===== config.mk =====
export PLATFORM = sky130hd
export DESIGN_NAME = i2c_master_byte_engine_flat
export DESIGN_NICKNAME = d
export VERILOG_FILES = /design/src/rtl/core/i2cmb_pkg.sv /design/src/rtl/core/i2cmb_in_if.sv /design/src/rtl/core/i2cmb_out_if.sv /design/src/rtl/core/i2c_master_byte_engine.sv /design/src/rtl/core/i2cmb_seq.sv /design/src/flat_wrapper.sv
export VERILOG_INCLUDE_DIRS = /design/src /design/src/rtl/core
export SDC_FILE = /design/constraint.sdc
export NUM_CORES = 1
export LEC_CHECK = 0
export ABC_CLOCK_PERIOD_IN_PS = 3900
export BUFFER_PORTS_ARGS = -buffer_cell sky130_fd_sc_hd__buf_2
export CORE_ASPECT_RATIO = 1.2
export CORE_UTILIZATION = 54
export CTS_CLUSTER_DIAMETER = 80
export DETAILED_ROUTE_END_ITERATION = 7
export PLACE_DENSITY = 0.81
export RECOVER_POWER = 25
export SYNTH_ARGS = -nofsm -noshare
export SYNTH_HDL_FRONTEND = slang
export SYNTH_SLANG_ARGS = --single-unit

===== constraint.sdc =====
create_clock -name clk -period 3.9 [get_ports clk]
set_input_delay 0.585 -clock clk [delete_from_list [all_inputs] [get_ports clk]]
set_output_delay 0.585 -clock clk [all_outputs]
set_load 0.01 [all_outputs]

===== src/rtl/core/i2c_master_byte_engine_macros.svh =====
// Assertion macros for the I2C master byte engine.
// Included by the top level; relies on nothing else.
`ifndef I2C_MASTER_BYTE_ENGINE_MACROS_SVH
`define I2C_MASTER_BYTE_ENGINE_MACROS_SVH

// Same-cycle implication, disabled while reset is asserted.
`define I2CMB_ASSERT_NOW(label, clk, rst_n, ante, cons, msg) \
  label: assert property (@(posedge clk) disable iff (!(rst_n)) (ante) |-> (cons)) \
    else $error(msg);

// Next-cycle implication, disabled while reset is asserted.
`define I2CMB_ASSERT_NEXT(label, clk, rst_n, ante, cons, msg) \
  label: assert property (@(posedge clk) disable iff (!(rst_n)) (ante) |=> (cons)) \
    else $error(msg);

`endif


===== src/rtl/core/i2cmb_pkg.sv =====
// Shared types and constants of the I2C master byte engine.
// No dependencies; every other file of the block but the macros header uses it.
`default_nettype none

package i2cmb_pkg;

  localparam int unsigned CFG_DATA_W = 32;
  localparam int unsigned CFG_ADDR_W = 3;

  localparam logic [7:0] ACK_TIMEOUT_RESET = 8'd250;
  localparam logic [7:0] ACK_TIMEOUT_MIN   = 8'd1;

  // Register indexes (word address bits above the byte offset).
  localparam logic REG_ACK_TIMEOUT = 1'b0;

  // Command codes carried in the action field.
  localparam logic [2:0] ACT_TICK    = 3'd0;
  localparam logic [2:0] ACT_RELEASE = 3'd1;
  localparam logic [2:0] ACT_START   = 3'd2;
  localparam logic [2:0] ACT_STOP    = 3'd3;
  localparam logic [2:0] ACT_WRITE   = 3'd4;
  localparam logic [2:0] ACT_READ    = 3'd5;

  typedef enum logic [5:0] {
    ST_IDLE    = 6'b000001,
    ST_RELEASE = 6'b000010,
    ST_START   = 6'b000100,
    ST_STOP    = 6'b001000,
    ST_WRITE   = 6'b010000,
    ST_READ    = 6'b100000
  } cmd_state_t;

  typedef struct packed {
    logic [2:0] action;
    logic [7:0] data_byte;
    logic       more_to_read;
    logic       sda_in;
  } in_item_t;

  typedef struct packed {
    logic       scl_out;
    logic       sda_out;
    logic       busy_res;
    logic       done_res;
    logic [7:0] read_data;
    logic       acked;
  } out_item_t;

endpackage

`default_nettype wire


===== src/rtl/core/i2cmb_in_if.sv =====
// Valid/ready channel carrying one tick word into the engine.
// Depends on i2cmb_pkg for the payload type.
`default_nettype none

interface i2cmb_in_if;
  logic                valid;
  logic                ready;
  i2cmb_pkg::in_item_t item;

  modport source (output valid, output item, input ready);
  modport sink (input valid, input item, output ready);
endinterface

`default_nettype wire


===== src/rtl/core/i2cmb_out_if.sv =====
// Valid/ready channel carrying one result word out of the engine.
// Depends on i2cmb_pkg for the payload type.
`default_nettype none

interface i2cmb_out_if;
  logic                 valid;
  logic                 ready;
  i2cmb_pkg::out_item_t item;

  modport source (output valid, output item, input ready);
  modport sink (input valid, input item, output ready);
endinterface

`default_nettype wire


===== src/rtl/core/i2c_master_byte_engine.sv =====
// A result word is presented in the cycle after its tick word is accepted.
// Throughput: one tick word per cycle; the sequencer state steps once per accepted word.
// A word is taken whenever the output register is empty or being drained that cycle.
// Reset (rst_n low, synchronous) idles the sequencer, releases SCL and SDA, clears the
// read byte and acknowledge flag, sets ack_timeout to 250 and empties the output register.
// Depends on i2cmb_pkg, i2cmb_in_if, i2cmb_out_if, i2cmb_seq and the macros header.
`default_nettype none

`include "i2c_master_byte_engine_macros.svh"

module i2c_master_byte_engine (
  input  wire logic                              clk,
  input  wire logic                              rst_n,
  i2cmb_in_if.sink                               in_if,
  i2cmb_out_if.source                            out_if,
  input  wire logic                              cfg_psel,
  input  wire logic                              cfg_penable,
  input  wire logic                              cfg_pwrite,
  input  wire logic [i2cmb_pkg::CFG_ADDR_W-1:0]  cfg_paddr,
  input  wire logic [i2cmb_pkg::CFG_DATA_W-1:0]  cfg_pwdata,
  output logic      [i2cmb_pkg::CFG_DATA_W-1:0]  cfg_prdata,
  output logic                                   cfg_pready
);
  import i2cmb_pkg::*;

  logic [7:0] ack_timeout_r, ack_timeout_nxt;
  logic       cfg_wr;
  logic       cfg_hit;
  logic       step_en;
  out_item_t  res;
  out_item_t  out_r;
  logic       out_valid_r;

  // Configuration port. The register sits at word index 0; bit 2 of the byte
  // address selects the word, so any other word reads as zero and ignores writes.
  assign cfg_pready = 1'b1;
  assign cfg_hit    = (cfg_paddr[CFG_ADDR_W-1] == REG_ACK_TIMEOUT);
  assign cfg_wr     = cfg_psel && cfg_penable && cfg_pwrite && cfg_pready && cfg_hit;

  // A timeout of zero would end the poll before it started, so it is held at one.
  always_comb begin
    ack_timeout_nxt = ack_timeout_r;
    if (cfg_wr) begin
      ack_timeout_nxt = (cfg_pwdata[7:0] == 8'd0) ? ACK_TIMEOUT_MIN : cfg_pwdata[7:0];
    end
  end

  always_comb begin
    cfg_prdata = '0;
    if (cfg_hit) cfg_prdata = {{(CFG_DATA_W-8){1'b0}}, ack_timeout_r};
  end

  always_ff @(posedge clk) begin
    if (!rst_n) begin
      ack_timeout_r <= ACK_TIMEOUT_RESET;
    end else begin
      ack_timeout_r <= ack_timeout_nxt;
    end
  end

  // Input handshake. The output register frees up in the same cycle it is read,
  // so a steady stream passes at one word per cycle with no bubble while the downstream side keeps reading.
  assign in_if.ready = !out_valid_r || out_if.ready;
  assign step_en     = in_if.valid && in_if.ready;

  // The sequencer computes this tick's line levels and status from its state and
  // the accepted word, and commits the new state on the same edge that loads the
  // result register below.
  i2cmb_seq u_seq (
    .clk         (clk),
    .rst_n       (rst_n),
    .step_en     (step_en),
    .item        (in_if.item),
    .ack_timeout (ack_timeout_r),
    .res         (res)
  );

  // Result register: holds a word until the downstream side takes it.
  always_ff @(posedge clk) begin
    if (!rst_n) begin
      out_valid_r <= 1'b0;
    end else if (step_en) begin
      out_valid_r <= 1'b1;
    end else if (out_if.ready) begin
      out_valid_r <= 1'b0;
    end
  end

  always_ff @(posedge clk) begin
    if (step_en) out_r <= res;
  end

  assign out_if.valid = out_valid_r;
  assign out_if.item  = out_r;

  // Checks on the block's own logic.
  `I2CMB_ASSERT_NOW(a_timeout_nonzero, clk, rst_n, 1'b1, ack_timeout_r != 8'd0, "ack_timeout register reached zero")
  `I2CMB_ASSERT_NEXT(a_zero_write_clamped, clk, rst_n, cfg_wr && (cfg_pwdata[7:0] == 8'd0), ack_timeout_r == ACK_TIMEOUT_MIN, "zero timeout write not held at one")
  `I2CMB_ASSERT_NEXT(a_step_loads_result, clk, rst_n, step_en, out_valid_r, "accepted word produced no result")
  `I2CMB_ASSERT_NOW(a_done_not_busy, clk, rst_n, out_valid_r && out_r.done_res, !out_r.busy_res, "finished command still reported busy")

endmodule

`default_nettype wire


===== src/rtl/core/i2cmb_seq.sv =====
// Bus sequencer: command state, bit counters and line levels, one step per tick.
// Depends on i2cmb_pkg.
`default_nettype none

module i2cmb_seq (
  input  wire logic                  clk,
  input  wire logic                  rst_n,
  input  wire logic                  step_en,
  input  wire i2cmb_pkg::in_item_t   item,
  input  wire logic [7:0]            ack_timeout,
  output i2cmb_pkg::out_item_t       res
);
  import i2cmb_pkg::*;

  cmd_state_t cmd_r, cmd_nxt;
  logic [2:0] phase_r, phase_nxt;
  logic [3:0] bit_idx_r, bit_idx_nxt;
  logic [7:0] shift_r, shift_nxt;
  logic [7:0] poll_r, poll_nxt;
  logic [7:0] last_read_r, last_read_nxt;
  logic       scl_r, scl_nxt;
  logic       sda_r, sda_nxt;
  logic       ack_r, ack_nxt;
  logic       send_ack_r, send_ack_nxt;
  logic       done;

  always_comb begin
    cmd_nxt       = cmd_r;
    phase_nxt     = phase_r;
    bit_idx_nxt   = bit_idx_r;
    shift_nxt     = shift_r;
    poll_nxt      = poll_r;
    last_read_nxt = last_read_r;
    scl_nxt       = scl_r;
    sda_nxt       = sda_r;
    ack_nxt       = ack_r;
    send_ack_nxt  = send_ack_r;
    done          = 1'b0;

    // A new command is only taken while idle; anything else is a plain tick.
    if (cmd_r == ST_IDLE) begin
      unique case (item.action)
        ACT_RELEASE: cmd_nxt = ST_RELEASE;
        ACT_START:   cmd_nxt = ST_START;
        ACT_STOP:    cmd_nxt = ST_STOP;
        ACT_WRITE: begin
          cmd_nxt   = ST_WRITE;
          shift_nxt = item.data_byte;
        end
        ACT_READ: begin
          cmd_nxt      = ST_READ;
          shift_nxt    = 8'd0;
          send_ack_nxt = item.more_to_read;
        end
        default: ;
      endcase
      phase_nxt   = 3'd0;
      bit_idx_nxt = 4'd0;
      poll_nxt    = 8'd0;
    end

    unique case (cmd_nxt)
      ST_IDLE: ;
      ST_RELEASE: begin
        if (phase_nxt == 3'd0) begin
          scl_nxt   = 1'b1;
          phase_nxt = 3'd1;
        end else begin
          sda_nxt = 1'b1;
          done    = 1'b1;
        end
      end
      ST_START: begin
        unique case (phase_nxt)
          3'd0:    sda_nxt = 1'b1;
          3'd1:    scl_nxt = 1'b1;
          3'd2:    sda_nxt = 1'b0;
          default: begin
            scl_nxt = 1'b0;
            done    = 1'b1;
          end
        endcase
        if (!done) phase_nxt = phase_nxt + 3'd1;
      end
      ST_STOP: begin
        unique case (phase_nxt)
          3'd0:    sda_nxt = 1'b0;
          3'd1:    scl_nxt = 1'b0;
          3'd2:    scl_nxt = 1'b1;
          default: begin
            sda_nxt = 1'b1;
            done    = 1'b1;
          end
        endcase
        if (!done) phase_nxt = phase_nxt + 3'd1;
      end
      ST_WRITE: begin
        unique case (phase_nxt)
          3'd0: begin
            sda_nxt   = shift_nxt[7];
            phase_nxt = 3'd1;
          end
          3'd1: begin
            scl_nxt   = 1'b1;
            phase_nxt = 3'd2;
          end
          3'd2: begin
            scl_nxt     = 1'b0;
            shift_nxt   = {shift_nxt[6:0], 1'b0};
            bit_idx_nxt = bit_idx_nxt + 4'd1;
            phase_nxt   = (bit_idx_nxt >= 4'd8) ? 3'd3 : 3'd0;
          end
          3'd3: begin
            sda_nxt   = 1'b1;
            phase_nxt = 3'd4;
          end
          3'd4: begin
            scl_nxt   = 1'b1;
            poll_nxt  = 8'd0;
            phase_nxt = 3'd5;
          end
          3'd5: begin
            if (!item.sda_in) begin
              ack_nxt   = 1'b1;
              phase_nxt = 3'd6;
            end else begin
              poll_nxt = poll_nxt + 8'd1;
              if (poll_nxt >= ack_timeout) begin
                ack_nxt   = 1'b0;
                phase_nxt = 3'd6;
              end
            end
          end
          default: begin
            scl_nxt = 1'b0;
            done    = 1'b1;
          end
        endcase
      end
      ST_READ: begin
        unique case (phase_nxt)
          3'd0: begin
            sda_nxt   = 1'b1;
            phase_nxt = 3'd1;
          end
          3'd1: begin
            scl_nxt   = 1'b1;
            shift_nxt = {shift_nxt[6:0], item.sda_in};
            phase_nxt = 3'd2;
          end
          3'd2: begin
            scl_nxt     = 1'b0;
            bit_idx_nxt = bit_idx_nxt + 4'd1;
            phase_nxt   = (bit_idx_nxt >= 4'd8) ? 3'd3 : 3'd1;
          end
          3'd3: begin
            sda_nxt   = ~send_ack_nxt;
            phase_nxt = 3'd4;
          end
          3'd4: begin
            scl_nxt   = 1'b1;
            phase_nxt = 3'd5;
          end
          default: begin
            scl_nxt       = 1'b0;
            last_read_nxt = shift_nxt;
            done          = 1'b1;
          end
        endcase
      end
      default: ;
    endcase

    if (done) begin
      cmd_nxt   = ST_IDLE;
      phase_nxt = 3'd0;
    end
  end

  always_comb begin
    res.scl_out   = scl_nxt;
    res.sda_out   = sda_nxt;
    res.busy_res  = (cmd_nxt != ST_IDLE);
    res.done_res  = done;
    res.read_data = last_read_nxt;
    res.acked     = ack_nxt;
  end

  always_ff @(posedge clk) begin
    if (!rst_n) begin
      cmd_r       <= ST_IDLE;
      phase_r     <= 3'd0;
      bit_idx_r   <= 4'd0;
      shift_r     <= 8'd0;
      poll_r      <= 8'd0;
      last_read_r <= 8'd0;
      scl_r       <= 1'b1;
      sda_r       <= 1'b1;
      ack_r       <= 1'b0;
      send_ack_r  <= 1'b0;
    end else if (step_en) begin
      cmd_r       <= cmd_nxt;
      phase_r     <= phase_nxt;
      bit_idx_r   <= bit_idx_nxt;
      shift_r     <= shift_nxt;
      poll_r      <= poll_nxt;
      last_read_r <= last_read_nxt;
      scl_r       <= scl_nxt;
      sda_r       <= sda_nxt;
      ack_r       <= ack_nxt;
      send_ack_r  <= send_ack_nxt;
    end
  end

endmodule

`default_nettype wire


===== src/flat_wrapper.sv =====
// flat-port wrapper written by rule: the top's interface ports become plain ports
module i2c_master_byte_engine_flat import i2cmb_pkg::*;
  (clk, rst_n, cfg_psel, cfg_penable, cfg_pwrite, cfg_paddr, cfg_pwdata, cfg_prdata, cfg_pready, in_if_valid, in_if_item, in_if_ready, out_if_valid, out_if_item, out_if_ready);
  i2cmb_in_if in_if_i ();
  i2cmb_out_if out_if_i ();
  input  wire logic clk;
  input  wire logic rst_n;
  input  wire logic cfg_psel;
  input  wire logic cfg_penable;
  input  wire logic cfg_pwrite;
  input  wire logic [i2cmb_pkg::CFG_ADDR_W-1:0] cfg_paddr;
  input  wire logic [i2cmb_pkg::CFG_DATA_W-1:0] cfg_pwdata;
  output logic      [i2cmb_pkg::CFG_DATA_W-1:0] cfg_prdata;
  output logic cfg_pready;
  input wire logic [$bits(in_if_i.valid)-1:0] in_if_valid;
  input wire logic [$bits(in_if_i.item)-1:0] in_if_item;
  output wire logic [$bits(in_if_i.ready)-1:0] in_if_ready;
  output wire logic [$bits(out_if_i.valid)-1:0] out_if_valid;
  output wire logic [$bits(out_if_i.item)-1:0] out_if_item;
  input wire logic [$bits(out_if_i.ready)-1:0] out_if_ready;
  assign in_if_i.valid = in_if_valid;
  assign in_if_i.item = in_if_item;
  assign in_if_ready = in_if_i.ready;
  assign out_if_valid = out_if_i.valid;
  assign out_if_item = out_if_i.item;
  assign out_if_i.ready = out_if_ready;
  i2c_master_byte_engine u_core (.clk(clk), .rst_n(rst_n), .in_if(in_if_i), .out_if(out_if_i), .cfg_psel(cfg_psel), .cfg_penable(cfg_penable), .cfg_pwrite(cfg_pwrite), .cfg_paddr(cfg_paddr), .cfg_pwdata(cfg_pwdata), .cfg_prdata(cfg_prdata), .cfg_pready(cfg_pready));
endmodule

Word level (Yosys, flattened, before mapping)
Index checks and enable logic that the tools add are counted.
{"block": "word_totals", "wordCells": 118, "output_inout_bits": 48, "ff_bits": 63}
{"block": "op_classes", "bitwise_logic": 2, "magnitude_cmp": 2, "mux": 58, "add_sub_neg": 3, "n_reduce_logical": 18, "eq_ne": 17}
{"op": "8-bit two-way mux", "count": 10}
{"op": "8-bit one-hot mux with 2 select lines", "count": 3}
{"op": "3-bit one-hot mux with 5 select lines", "count": 2}
{"op": "6-bit one-hot mux with 5 select lines", "count": 1}
{"op": "3-bit two-way mux", "count": 7}
{"op": "3-bit one-hot mux with 6 select lines", "count": 1}
{"op": "1-bit two-way mux", "count": 16}
{"op": "1-bit one-hot mux with 2 select lines", "count": 8}
{"op": "1-bit one-hot mux with 5 select lines", "count": 3}
{"op": "3-bit by 2-bit == test with 1-bit output, second input constant", "count": 4}
{"op": "3-bit == test, second input constant", "count": 4}
{"op": "4-bit two-way mux", "count": 3}
{"op": "6-bit two-way mux", "count": 2}
{"op": "2-bit OR reduction", "count": 5}
{"op": "8-bit by 1-bit adder with 8-bit output, second input constant", "count": 1}
{"op": "8-bit greater-or-equal comparator", "count": 1}
{"op": "8-bit zero test", "count": 1}
{"op": "3-bit by 1-bit == test with 1-bit output, second input constant", "count": 2}
{"op": "6-bit by 1-bit == test with 1-bit output, second input constant", "count": 1}
{"op": "6-bit by 2-bit == test with 1-bit output, second input constant", "count": 1}
{"op": "6-bit by 3-bit == test with 1-bit output, second input constant", "count": 1}
{"op": "6-bit by 4-bit == test with 1-bit output, second input constant", "count": 1}
{"op": "6-bit by 5-bit == test with 1-bit output, second input constant", "count": 1}
{"op": "6-bit == test, second input constant", "count": 1}
{"op": "other kinds (14)", "count": 20}

Longest topological paths before layout
{"block": "logic_depth", "word_depth": 9, "depth_mapped": 17, "mapped_depth_nobuf": 15}

By module
A second synthesis with hierarchy kept.
{"block": "hier_totals", "cells_unflattened": 517, "hier_area_um2": 4282.9}
{"module": "i2cmb_seq", "area_per_inst_um2": 3258.1, "n_inst": 1, "seq_area_each_um2": 820.8, "cells_per_inst": 426}
{"module": "i2c_master_byte_engine", "area_per_inst_um2": 1024.7, "n_inst": 1, "seq_area_each_um2": 570.5, "cells_per_inst": 91}

Worst setup path after synthesis
Ideal clock, no wire load.
{"block": "synth_timing", "kind": "in2reg", "from": "in in_if_item[11]", "to": "reg u_core.out_r, in the netlist u_core.out_if.item[12], data pin", "t_arrival_ps": 3245, "path_stages": 10, "slack_ps": 396, "n_path_buf": 2, "t_required_ps": 3640, "path_cell_list": "clkbuf_1 -> inv_1 -> ha_1 -> clkbuf_1 -> or3_1 -> o32ai_2 -> nor3b_2 -> a21oi_1 -> nand3_1 -> mux2_2"}
{"element": "start, declared", "line": "flat_wrapper.sv:16", "source": "input wire logic [$bits(in_if_i.item)-1:0] in_if_item;"}
{"element": "end signal, assigned", "line": "i2c_master_byte_engine.sv:90", "source": "if (step_en) out_r <= res;"}
{"element": "end, declared", "line": "i2c_master_byte_engine.sv:31", "source": "out_item_t out_r;"}

Worst setup path in the final report
{"block": "layout_timing", "from": "reg u_core.u_seq.cmd_r[1]", "to": "reg u_core.u_seq.phase_r[0]"}
{"block": "layout_via", "elab_chain_cells": 9, "elab_cells_between_ends": 42, "classes_between": "add/sub: 3; order compare: 2; eq/ne: 11; mux: 22; reduce/logical: 4"}
{"element": "start, declared", "line": "i2cmb_seq.sv:15", "source": "cmd_state_t cmd_r, cmd_nxt;"}
{"element": "start signal, assigned", "line": "i2cmb_seq.sv:202", "source": "cmd_r <= cmd_nxt;"}
{"element": "6-bit by 1-bit == test with 1-bit output", "line": "i2cmb_seq.sv:41", "source": "if (cmd_r == ST_IDLE) begin"}
{"element": "8-bit two-way mux / 3-bit two-way mux (equally long branches)", "line": "i2cmb_seq.sv:41"}
{"element": "8-bit by 1-bit adder with 8-bit output (tied with other cells)", "line": "i2cmb_seq.sv:127", "source": "poll_nxt = poll_nxt + 8'd1;"}
{"element": "8-bit greater-or-equal comparator / 3-bit OR reduction (equally long branches)"}
{"element": "3-bit two-way mux / 1-bit two-way mux (equally long branches)", "line": "i2cmb_seq.sv:128, i2cmb_seq.sv:74, i2cmb_seq.sv:86"}
{"element": "3-bit two-way mux / 1-bit two-way mux (equally long branches)", "line": "i2cmb_seq.sv:123, i2cmb_seq.sv:62"}
{"element": "3-bit one-hot mux with 6 select lines (tied with other cells)", "line": "i2cmb_seq.sv:98", "source": "unique case (phase_nxt)"}
{"element": "3-bit one-hot mux with 5 select lines", "line": "i2cmb_seq.sv:62", "source": "unique case (cmd_nxt)"}
{"element": "3-bit two-way mux (*)", "line": "i2cmb_seq.sv:174", "source": "if (done) begin"}
{"element": "end signal, assigned", "line": "i2cmb_seq.sv:203", "source": "phase_r <= phase_nxt;"}
{"element": "end, declared", "line": "i2cmb_seq.sv:16", "source": "logic [2:0] phase_r, phase_nxt;"}
Mark *: on every way between the ends. The rest lies on a longest branch, timed or not. The select of a mux whose other input is x is not followed.
A chain may end at the register's enable or synchronous reset.

==> impl_metrics.py <==
metrics = {
    "run_status": {
        "status": "complete, but fails checks",
        "violations": "capacitance limit, slew limit",
    },
    "timing": {
        "slew_headroom": -0.325,
        "rsz0062_at_grt": "false",
        "setup_tns_ns": 0,
        "fin_skew_ns": 0.0126,
        "hold_viol": 0,
        "post-route-min-period_ns": 3.62,
        "worstMarginPinSlew_ns": 1.99,
        "slew_viol_final": 86,
        "whs_ns": 0.465,
        "min_period_over_period": 0.929,
        "fmax_mhz": 276,
        "setup_viol": 0,
    },
    "yosys": {
        "ys_types": 75,
        "postSynthRegisterBits": 63,
        "synthCells": 516,
        "syn-cell-area_sq_um": 4220,
        "async_reset_ff_frac": 0,
        "yosys_warnings": 0,
        "synth_edf_count": 13,
        "synth_flop_cell": "dfxtp_1",
        "syn_avg_cell_area_sq_um": 8.17,
        "seq_area_frac_synth": 0.330,
    },
    "global_routing": {
        "track_usage": 0.278,
        "grt_max_degree": 50,
        "grt_overflow": 0,
        "grt_pass1_vias": 3694,
        "antenna_found_initial": 0,
        "grt_pass1_wl_mm": 17.4,
    },
    "cts": {
        "clk_pin_slew_worst_paths_ns": 0.08,
        "ctsHoldBuffers": 0,
        "clkSinkCount": 63,
        "cts_tree": "done",
        "post-cts-setup-buffers": 0,
        "clockRootBuffer": "clkbuf_8",
        "numCtsBuffers": 9,
        "clk_path_buf_depth": 2,
        "htreeDepth": 3,
        "clock_latency_ns": 0.35,
        "post_cts_resized": 0,
    },
    "drt": {
        "vias_per_cell": 5.94,
        "drc": 0,
        "wl_mm": 10.7,
        "drtAntennaViolNets": 0,
        "route.vias.total": 3939,
        "drt_iter0_markers": 305,
        "wl_per_cell_um": 16.1,
        "drt-pass1-iter-count": 6,
    },
    "critical_path": {
        "crit_arrival_ns": 3.86,
        "startpoint_type": "flop",
        "critPathMaxFanout": 9,
        "ff2ff_path_depth": 15,
        "worstSetupPathType": "flop to flop",
        "end_kind": "flop",
        "required_ns": 4.14,
    },
    "layout": {
        "diodes": 0,
        "final_nets": 638,
        "syn2layout_area_growth_pct": 12.0,
        "final_cell_mix": "nand2_1 (69), dfxtp_1 (50), nor2_1 (38)",
        "fin_util": 0.638,
        "drive_gt1_frac": 0.166,
        "final_common_cell": "nand2_1",
    },
    "placed_design": {
        "dp.final_hpwl_mm": 7.69,
        "port_buffers": 51,
        "gp_congestion": 0.968,
    },
    "min_path": {
        "holdPathStages": 2,
        "hold_class": "flop to flop",
    },
    "power_and_ir_drop": {
        "irDropWorstVdd_mv": 0.276,
        "p_leak_nw": 2.01,
        "powerDensity_nw_per_um2": 344,
        "total_power_mw": 1.62,
    },
    "die": {
        "placementRows": 34,
        "ios": 103,
        "die_y_um": 98.8,
        "die_area_sq_um": 8170,
        "start_util": 0.570,
        "die_w_um": 82.7,
        "core_area_sq_um": 7400,
    },
    "run": {
        "drv_cap": 2,
    },
}
[worst max-delay path, cell delays in order (launching register included)]
cell	delay, ns
dfxtp_1	0.39
nor4b_1	0.41
nand2_1	0.19
and2_1	0.23
ha_1	0.23
nand3_1	0.11
xor2_1	0.14
nor2_1	0.08
ha_1	0.30
o21a_1	0.13
a21oi_1	0.09
o31ai_1	0.50
nor4_1	0.10
o41ai_1	0.30
o2111ai_1	0.16
o211a_1	0.15
[path summary, 6_finish.rpt]
kind / to / slack, ns / from
setup / recovery: u_core.u_seq.phase_r[0]$_SDFFE_PN0P_ / 0.28 / u_core.u_seq.cmd_r[1]$_SDFFE_PN0P_
hold / removal: u_core.u_seq.shift_r[6]$_SDFFE_PN0P_ / 0.47 / u_core.u_seq.shift_r[6]$_SDFFE_PN0P_
setup reg to reg: u_core.u_seq.phase_r[0]$_SDFFE_PN0P_ / 0.28 / u_core.u_seq.cmd_r[1]$_SDFFE_PN0P_
hold reg to reg: u_core.u_seq.shift_r[6]$_SDFFE_PN0P_ / 0.47 / u_core.u_seq.shift_r[6]$_SDFFE_PN0P_
[sequential cells by signal, indices dropped and copies added (netlist names)]
signal and count:
u_core.u_seq.ack_r 1, u_core.u_seq.poll_r 8, u_core.out_if.valid 1, u_core.u_seq.sda_r 1, u_core.u_seq.phase_r 3, u_core.u_seq.bit_idx_r 4, u_core.u_seq.scl_r 1, u_core.u_seq.shift_r 8
u_core.out_if.item 13, u_core.u_seq.last_read_r 8, u_core.ack_timeout_r 8, u_core.u_seq.send_ack_r 1, u_core.u_seq.cmd_r 6
[cell type report]
cell class	instances	area [sq um]
Clock buffer	9	124
Tap cell	90	113
Sequential cell	63	1390
Timing Repair Buffer	73	398
Fill cell	644	2680
Clock inverter	7	95.1
Multi-Input combinational cell	398	2520
Inverter	23	86.3
[metal layers]
metal  global-route usage  part of all wire  wire length (um)
met5                    0                 0                 0
met4               0.0955             0.022               231
met3               0.0556             0.063               676
met2                0.477              0.50              5340
met1                0.337              0.42              4440
[cell families (layout without fill, tap and decap cells)]
logic type | Yosys count | after routing | share of synthesized area
and+or+nand+nor | 200 | 200 | 0.237
AOI/OAI and AO/OA | 126 | 126 | 0.216
adders and majority gates | 15 | 15 | 0.0445
muxes | 24 | 24 | 0.0596
DFF | 63 | 63 | 0.330
other | 2 | 25 | 0.00178
buffers and inverters | 78 | 112 | 0.0940
xor gates and xnor gates | 8 | 8 | 0.0166
[where the power goes]
group / switching (mW) / internal, mW
registers: 0.0139 / 0.685
clock network: 0.276 / 0.359
logic: 0.186 / 0.103
[Yosys cell counts, drive strengths merged, types with 9 or more instances]
master  instances  share of area
nand2          69          0.061
dfxtp          50           0.24
nor2           38          0.034
o21ai          34          0.040
buf            29          0.050
nand3          28          0.034
clkbuf         26          0.023
inv            23          0.020
a21oi          15          0.018
ha             15          0.044
mux2i          15          0.036
edfxtp         13          0.093
mux2            9          0.024
[metrics by stage]
step	instance area (sq um)	setup WS (ns)	std cells
2_1_floorplan	4300	0.396	539
3_3_place_gp	4530	0.396	647
3_5_place_dp	4530	0.372	647
4_1_cts	4750	0.344	663
5_1_grt	4720	0.00837	663
6_report	4720	0.277	663
No activity file was read; power rests on OpenSTA's default activity.
